`src/hw/rtl/dxtd_pkg.sv`:
```
package dxtd_pkg;

   localparam int PIX_CNT_W = 4;
   localparam logic [PIX_CNT_W-1:0] LAST_PIX = 4'hF;

   localparam logic [7:0] ALPHA_OPAQUE = 8'hFF;
   localparam logic [7:0] ALPHA_CLEAR  = 8'h00;

   // block_format codes
   localparam logic FMT_DXT1 = 1'b0;
   localparam logic FMT_DXT3 = 1'b1;

   typedef struct packed {
      logic [63:0] color_block;
      logic [63:0] alpha_block;
   } dxtd_req_type;

   typedef struct packed {
      logic [31:0] pixel;
      logic [1:0]  column;
      logic [1:0]  row;
      logic        last;
   } dxtd_rsp_type;

   // one decoded block header waiting for the pixel sequencer
   typedef struct packed {
      logic             explicit_alpha;
      logic [31:0]      indices;
      logic [63:0]      alpha;
      logic [3:0][31:0] palette;
   } dxtd_entry_type;

endpackage

```
`src/hw/rtl/dxtd_front.sv`:
```
module dxtd_front (
   input  logic                   req_valid,
   output logic                   req_ready,
   input  dxtd_pkg::dxtd_req_type req_data,
   input  logic                   block_format,
   output logic                   push_valid,
   input  logic                   push_ready,
   output dxtd_pkg::dxtd_entry_type push_entry
);
   import dxtd_pkg::*;

   localparam logic [10:0] DIV3_RECIP = 11'd683;
   localparam int          DIV3_SHIFT = 11;

   // exact for x < 2048, sums here stay below 768
   function automatic logic [7:0] div3(input logic [9:0] x);
      logic [20:0] p;
      p = 21'(x) * 21'(DIV3_RECIP);
      return p[DIV3_SHIFT +: 8];
   endfunction

   logic [15:0] c0, c1;
   logic [2:0][7:0] ch0, ch1, blend_a, blend_b, mid;
   logic four_color;
   logic [7:0] alpha;
   logic [9:0] sum_a, sum_b;
   logic [8:0] sum_m;

   assign c0 = req_data.color_block[15:0];
   assign c1 = req_data.color_block[31:16];
   assign four_color = c0 > c1;
   assign alpha = (block_format == FMT_DXT1) ? ALPHA_OPAQUE : ALPHA_CLEAR;

   // channel order: red, green, blue
   assign ch0[0] = {c0[15:11], 3'b000};
   assign ch0[1] = {c0[10:5], 2'b00};
   assign ch0[2] = {c0[4:0], 3'b000};
   assign ch1[0] = {c1[15:11], 3'b000};
   assign ch1[1] = {c1[10:5], 2'b00};
   assign ch1[2] = {c1[4:0], 3'b000};

   always_comb begin
      sum_a = '0;
      sum_b = '0;
      sum_m = '0;
      for (int k = 0; k < 3; k++) begin
         sum_a = {1'b0, ch0[k], 1'b0} + {2'b00, ch1[k]};
         sum_b = {2'b00, ch0[k]} + {1'b0, ch1[k], 1'b0};
         sum_m = {1'b0, ch0[k]} + {1'b0, ch1[k]};
         blend_a[k] = div3(sum_a);
         blend_b[k] = div3(sum_b);
         mid[k] = sum_m[8:1];
      end
   end

   always_comb begin
      push_entry.explicit_alpha = (block_format == FMT_DXT3);
      push_entry.indices = req_data.color_block[63:32];
      push_entry.alpha = req_data.alpha_block;
      push_entry.palette[0] = {alpha, ch0[0], ch0[1], ch0[2]};
      push_entry.palette[1] = {alpha, ch1[0], ch1[1], ch1[2]};
      if (four_color) begin
         push_entry.palette[2] = {alpha, blend_a[0], blend_a[1], blend_a[2]};
         push_entry.palette[3] = {alpha, blend_b[0], blend_b[1], blend_b[2]};
      end else begin
         // three-color mode, entry 3 is transparent black
         push_entry.palette[2] = {alpha, mid[0], mid[1], mid[2]};
         push_entry.palette[3] = '0;
      end
   end

   assign push_valid = req_valid;
   assign req_ready = push_ready;

endmodule

```
`src/hw/rtl/dxtd_queue.sv`:
```
module dxtd_queue #(
   parameter int DEPTH = 2
) (
   input  logic                     clock,
   input  logic                     reset,
   input  logic                     push_valid,
   output logic                     push_ready,
   input  dxtd_pkg::dxtd_entry_type push_entry,
   input  logic                     pop,
   output logic                     head_valid,
   output dxtd_pkg::dxtd_entry_type head_entry
);
   import dxtd_pkg::*;

   localparam int PTR_W = (DEPTH > 1) ? $clog2(DEPTH) : 1;
   localparam int CNT_W = $clog2(DEPTH + 1);
   localparam logic [PTR_W-1:0] PTR_LAST = PTR_W'(DEPTH - 1);
   localparam logic [CNT_W-1:0] CNT_FULL = CNT_W'(DEPTH);

   dxtd_entry_type entries_ff [DEPTH];
   logic [PTR_W-1:0] wr_ptr_ff, wr_ptr_in, rd_ptr_ff, rd_ptr_in;
   logic [CNT_W-1:0] count_ff, count_in;
   logic push;

   assign push_ready = count_ff != CNT_FULL;
   assign head_valid = count_ff != '0;
   assign push = push_valid && push_ready;
   assign head_entry = entries_ff[rd_ptr_ff];

   always_comb begin
      wr_ptr_in = wr_ptr_ff;
      rd_ptr_in = rd_ptr_ff;
      if (push) begin
         wr_ptr_in = (wr_ptr_ff == PTR_LAST) ? '0 : wr_ptr_ff + 1'b1;
      end
      if (pop) begin
         rd_ptr_in = (rd_ptr_ff == PTR_LAST) ? '0 : rd_ptr_ff + 1'b1;
      end
      unique case ({push, pop})
         2'b10:   count_in = count_ff + 1'b1;
         2'b01:   count_in = count_ff - 1'b1;
         default: count_in = count_ff;
      endcase
   end

   always_ff @(posedge clock) begin
      if (reset) begin
         wr_ptr_ff <= '0;
         rd_ptr_ff <= '0;
         count_ff <= '0;
      end else begin
         wr_ptr_ff <= wr_ptr_in;
         rd_ptr_ff <= rd_ptr_in;
         count_ff <= count_in;
      end
   end

   always_ff @(posedge clock) begin
      if (push) begin
         entries_ff[wr_ptr_ff] <= push_entry;
      end
   end

   a_pop_needs_data: assert property (@(posedge clock) disable iff (reset)
      pop |-> head_valid)
      else $error("queue popped while empty");

   a_count_bound: assert property (@(posedge clock) disable iff (reset)
      count_ff <= CNT_FULL)
      else $error("queue count beyond depth");

endmodule

```
`src/hw/rtl/dxtd_back.sv`:
```
module dxtd_back (
   input  logic                     clock,
   input  logic                     reset,
   input  logic                     head_valid,
   input  dxtd_pkg::dxtd_entry_type head_entry,
   output logic                     pop,
   output logic                     rsp_valid,
   input  logic                     rsp_ready,
   output dxtd_pkg::dxtd_rsp_type   rsp_data
);
   import dxtd_pkg::*;

   logic [PIX_CNT_W-1:0] pix_cnt_ff, pix_cnt_in;
   logic rsp_valid_ff, rsp_valid_in;
   dxtd_rsp_type rsp_data_ff, rsp_data_in;
   logic load, emit;
   logic [1:0] sel;
   logic [3:0] nib;

   assign load = !rsp_valid_ff || rsp_ready;
   assign emit = load && head_valid;
   assign pop = emit && (pix_cnt_ff == LAST_PIX);

   assign sel = head_entry.indices[{pix_cnt_ff, 1'b0} +: 2];
   assign nib = head_entry.alpha[{pix_cnt_ff, 2'b00} +: 4];

   always_comb begin
      rsp_data_in.pixel = head_entry.palette[sel];
      if (head_entry.explicit_alpha) begin
         rsp_data_in.pixel[31:24] = {nib, nib};
      end
      rsp_data_in.column = pix_cnt_ff[1:0];
      rsp_data_in.row = pix_cnt_ff[3:2];
      rsp_data_in.last = pix_cnt_ff == LAST_PIX;
      pix_cnt_in = emit ? pix_cnt_ff + 1'b1 : pix_cnt_ff;
      rsp_valid_in = emit ? 1'b1 : (load ? 1'b0 : rsp_valid_ff);
   end

   always_ff @(posedge clock) begin
      if (reset) begin
         pix_cnt_ff <= '0;
         rsp_valid_ff <= 1'b0;
      end else begin
         pix_cnt_ff <= pix_cnt_in;
         rsp_valid_ff <= rsp_valid_in;
      end
   end

   always_ff @(posedge clock) begin
      if (emit) begin
         rsp_data_ff <= rsp_data_in;
      end
   end

   assign rsp_valid = rsp_valid_ff;
   assign rsp_data = rsp_data_ff;

   a_last_at_corner: assert property (@(posedge clock) disable iff (reset)
      rsp_valid_ff && rsp_data_ff.last |-> rsp_data_ff.column == 2'd3 &&
                                          rsp_data_ff.row == 2'd3)
      else $error("last flag away from the final pixel");

   a_pop_restarts: assert property (@(posedge clock) disable iff (reset)
      pop |=> pix_cnt_ff == '0)
      else $error("pixel counter not restarted after block");

endmodule

```
`src/hw/rtl/dxt_texture_block_decoder_top.sv`:
```
// channel  direction  handshake              payload
// req      in         req_valid/req_ready    req_data  (color_block, alpha_block)
// rsp      out        rsp_valid/rsp_ready    rsp_data  (pixel, column, row, last)
// csr      in         csr_valid/csr_ready    csr_data  (block_format)
//
// each block gives 16 pixels, one per cycle from the pixel sequencer unless rsp
// backpressure holds it; each pixel is registered onto rsp from the queue head
// the palette is built on accept and parked in a small queue, so blocks are
// taken while the previous one is still being emitted
// rsp backpressure stalls only the sequencer; req stalls once the queue fills
// synchronous reset empties the queue, clears the output and sets DXT1
module dxt_texture_block_decoder_top #(
   parameter int QUEUE_DEPTH = 2
) (
   input  logic                   clock,
   input  logic                   reset,
   input  logic                   req_valid,
   output logic                   req_ready,
   input  dxtd_pkg::dxtd_req_type req_data,
   output logic                   rsp_valid,
   input  logic                   rsp_ready,
   output dxtd_pkg::dxtd_rsp_type rsp_data,
   input  logic                   csr_valid,
   output logic                   csr_ready,
   input  logic                   csr_data
);
   import dxtd_pkg::*;

   logic block_format_ff, block_format_in;
   logic push_valid, push_ready, head_valid, pop;
   dxtd_entry_type push_entry, head_entry;

   assign csr_ready = 1'b1;
   assign block_format_in = (csr_valid && csr_ready) ? csr_data : block_format_ff;

   always_ff @(posedge clock) begin
      if (reset) begin
         block_format_ff <= FMT_DXT1;
      end else begin
         block_format_ff <= block_format_in;
      end
   end

   dxtd_front u_front (
      .req_valid    (req_valid),
      .req_ready    (req_ready),
      .req_data     (req_data),
      .block_format (block_format_ff),
      .push_valid   (push_valid),
      .push_ready   (push_ready),
      .push_entry   (push_entry)
   );

   dxtd_queue #(
      .DEPTH (QUEUE_DEPTH)
   ) u_queue (
      .clock      (clock),
      .reset      (reset),
      .push_valid (push_valid),
      .push_ready (push_ready),
      .push_entry (push_entry),
      .pop        (pop),
      .head_valid (head_valid),
      .head_entry (head_entry)
   );

   dxtd_back u_back (
      .clock      (clock),
      .reset      (reset),
      .head_valid (head_valid),
      .head_entry (head_entry),
      .pop        (pop),
      .rsp_valid  (rsp_valid),
      .rsp_ready  (rsp_ready),
      .rsp_data   (rsp_data)
   );

endmodule
```
`config.mk`:
```
export PLATFORM = sky130hd
export DESIGN_NAME = dxt_texture_block_decoder_top
export DESIGN_NICKNAME = d
export VERILOG_FILES = /design/src/hw/rtl/dxtd_pkg.sv /design/src/hw/rtl/dxtd_front.sv /design/src/hw/rtl/dxtd_queue.sv /design/src/hw/rtl/dxtd_back.sv /design/src/hw/rtl/dxt_texture_block_decoder_top.sv
export SDC_FILE = /design/constraint.sdc
export NUM_CORES = 1
export LEC_CHECK = 0
export BUFFER_PORTS_ARGS = -buffer_cell sky130_fd_sc_hd__buf_2
export CAP_MARGIN = 0
export CORE_UTILIZATION = 55
export DETAILED_ROUTE_END_ITERATION = 16
export PLACE_DENSITY = 0.73
export SLEW_MARGIN = 20
export SYNTH_ARGS = -nofsm -noshare
export SYNTH_HDL_FRONTEND = slang
export SYNTH_HIERARCHICAL = 1
export SYNTH_SLANG_ARGS = --single-unit
```
`constraint.sdc`:
```
create_clock -name clock -period 8.8 [get_ports clock]
set_input_delay 0.88 -clock clock [delete_from_list [all_inputs] [get_ports clock]]
set_output_delay 0.88 -clock clock [all_outputs]
set_load 0.005 [all_outputs]
```
==> results.txt <==
Outcome = finished, final reports clean
GPL Wtd Cong = 0.865
CTS resizes = 0
Total number of vias = 17118
Crit. End Element = flip-flop
Drt first pass iters = 6
Most Used Layer, Global Route = met2
Final Hold Violating Endpoints = 0
TritonCTS clock tree = built
Clock latency at the later pin of the worst-skew pair = 0.59 ns
WS Path Type = in -> reg
Syn Inst Count = 2301
Post-Syn Area per Cell = 13.7 µm²
Initial DRC count = 1006
Number of synthesized flops with an enable pin = 487
Hold path start = req_data[118]
Cts bufs inserted = 51
Layout Nets = 2878
Initial Utilization = 0.558
H-tree depth = 2
Synth Warn # = 6
Largest net degree at the start of global routing = 156
Hold/Removal Path Class = in -> reg
RR Endpoint = u_back/rsp_data[36]$_DFFE_PP_
Headroom to the max-slew limit = 0.298
Number of global-route vias before repair = 18104
Layout Cells excl Fill = 3118
Total GRT Usage = 0.206
Tcrit/Tclk final = 0.702
Top-count cell post-synth = edfxtp_1
Die W = 241 µm
Ys flop type = edfxtp_1
Area Growth Syn to Fin = 5.76%
Slew Limit Fails = 0
Max Fclk = 0.162 GHz
Fillers = 4360
Leak = 13.8 nW
Reg2Reg Depth = 9
First-pass GRT wire length = 93600 µm
Ratio of cells with drive above 1 in the final layout = 0.235
Die height = 241 µm
CP Data Arrival Time = 6.47 ns
Grt total ovfl = 0
Placed instance count = 3018
Final Util = 0.590
Initial antenna violation count = 9
Critical Path Source Type = input pin
Minimum clock period = 6.18 ns
Count of input and output buffers = 172
Fin Clk Skew = 0.0193 ns
Core Rows = 87
Drt wl/cell = 19.1 µm
MaxCap Viol Count = 0
VDD IR max = 0.000172 V
Ports = 174
Synth Register Bits = 498
Ys async rst share = 0
Crit path max fanout = 8
Storage cell area = 14800 µm²
Clk Tree Root Cell = clkbuf_16
DIE AREA = 58300 µm²
Routed Antenna Nets = 0
Worst hold stages = 1
Hold Path End = u_queue/entries_ff[1][214]$_DFFE_PP_
Slack of the worst reg-to-reg path = 4.44 ns
Detailed placement HPWL = 42400 µm
Final WL = 59500 µm
Synth cell count leaders = edfxtp_1 (487), ha_1 (358), buf_4 (189), inv_1 (176), mux2_4 (151)
Post-CTS Setup Bufs = 0
Sequential area share after synthesis = 0.471
Setup_tns = 0 ns
Mapped Area = 31500 µm²
PwrDens = 297 nW/µm²
RSZ-0062 raised after global routing = no
Core ar. = 56500 µm²
DP Area = 31700 µm²
Vias per cell = 5.49
Max clock buf depth = 3
Yosys top cell area share = 0.464
PnR Total Power = 9.91 mW
# setup viols final = 0
Worst-Margin Slew = 1.05 ns
Biggest area consumer among synthesized cells = edfxtp_1
Hold Buf Count CTS = 0
Met1 Usage GRT = 0.268
Met2 Use GR = 0.356
Clock sink total = 498
CP required = 9.09 ns
Top post-synthesis cells by area = edfxtp_1 (46%), ha_1 (14%), mux2_4 (7.2%)
GRT met3 Usage = 0.0286
# DRC = 0
Clock slew at reported path FFs = 0.06 ns
Synth cell types = 80
Multi-input gate area = 14300 µm²
Post-route cell area = 33400 µm²
metal layers:
metal / up-vias / routed length (µm)
met5: - / 68
met4: 8 / 1430
met3: 94 / 2860
met2: 338 / 28900
met1: 8413 / 26300
li1: 8265 / -
registers in the layout (all words and copies together) (netlist names), named ones only:
name,flops
u_back/pix_cnt_ff,4
u_queue/wr_ptr_ff,1
u_back/rsp_data,37
u_back/rsp_valid,1
u_queue/count_ff,2
block_format_ff,1
u_queue/rd_ptr_ff,1
u_queue/entries_ff,450
placed cells by master, fill, tap and decap left out, types with 59 or more instances in the layout:
cell / synthesis / layout
buf_2: 14 / 172
inv_1: 176 / 174
ha_1: 358 / 358
a21oi_1: 89 / 89
fa_1: 71 / 71
mux2_4: 151 / 151
xnor2_1: 73 / 73
edfxtp_1: 487 / 487
nor2_1: 116 / 116
mux2i_1: 59 / 59
mux2_2: 100 / 100
metrics by stage:
step / hold slack (ns) / worst slack (ns)
6_report: 0.482 / 2.62
5_1_grt: 0.455 / 2.20
4_1_cts: 0.446 / 2.65
3_5_place_dp: 0.500 / 2.03
3_3_place_gp: 0.480 / 2.15
2_1_floorplan: 0.406 / 2.04
critical path, stage by stage:
cell	delay (ns)
buf_2	0.16
ha_1	0.24
fa_1	0.41
a21o_1	0.17
a21oi_1	0.21
nor2b_1	0.08
o21ai_0	0.51
inv_1	0.24
ha_1	0.35
ha_1	0.30
inv_1	0.06
fa_1	0.52
inv_1	0.05
fa_1	0.45
ha_1	0.30
ha_1	0.37
a21oi_1	0.18
nor2b_1	0.05
o21ai_0	0.16
o21ai_0	0.21
o21ai_0	0.26
xor2_1	0.17
o21ai_0	0.11
worst max path at each step:
| stage | cells after the start | endpoint | slack [ns] | startpoint |
|---|---|---|---|---|
| final | 23 | u_queue/entries_ff[0][77]$_DFFE_PP_ | 2.62 | req_data[69] |
| after detailed placement | 23 | u_queue/entries_ff[0][109]$_DFFE_PP_ | 2.03 | req_data[70] |
| after CTS | 23 | u_queue/entries_ff[0][109]$_DFFE_PP_ | 2.65 | req_data[70] |
| after global placement | 23 | u_queue/entries_ff[0][109]$_DFFE_PP_ | 2.15 | req_data[70] |
| after floorplan | 2 | u_queue/entries_ff[1][0]$_DFFE_PP_ | 2.04 | req_valid |
| after global routing | 23 | u_queue/entries_ff[0][111]$_DFFE_PP_ | 2.20 | req_data[70] |
power breakdown:
part           total, mW  leakage (nW)  internal [mW]  switching (mW)
registers           3.17          4.63           3.08          0.0852
clock network       2.08         0.777           1.21           0.876
logic               4.66          8.35           2.05            2.61
total               9.91          13.8           6.34            3.57
final cells by class:
class                      instances  area share
sequential                       498       0.445
multi-input combinational       1403       0.428
clock buffer                      65      0.0405
timing repair buffer             185      0.0295
tap                              756      0.0284
inverter                         176      0.0200
clock inverter                    29     0.00818
antenna                            6    0.000450
cells by family after synthesis:
family,share of synthesized area
DFF,0.471
buffers and inverters,0.0792
AOI/OAI and AO/OA,0.0579
adders and majority gates,0.187
other,0.000238
muxes,0.136
and+or+nand+nor,0.0427
xor gates and xnor gates,0.0261
Power figures use the tool's default switching activity.
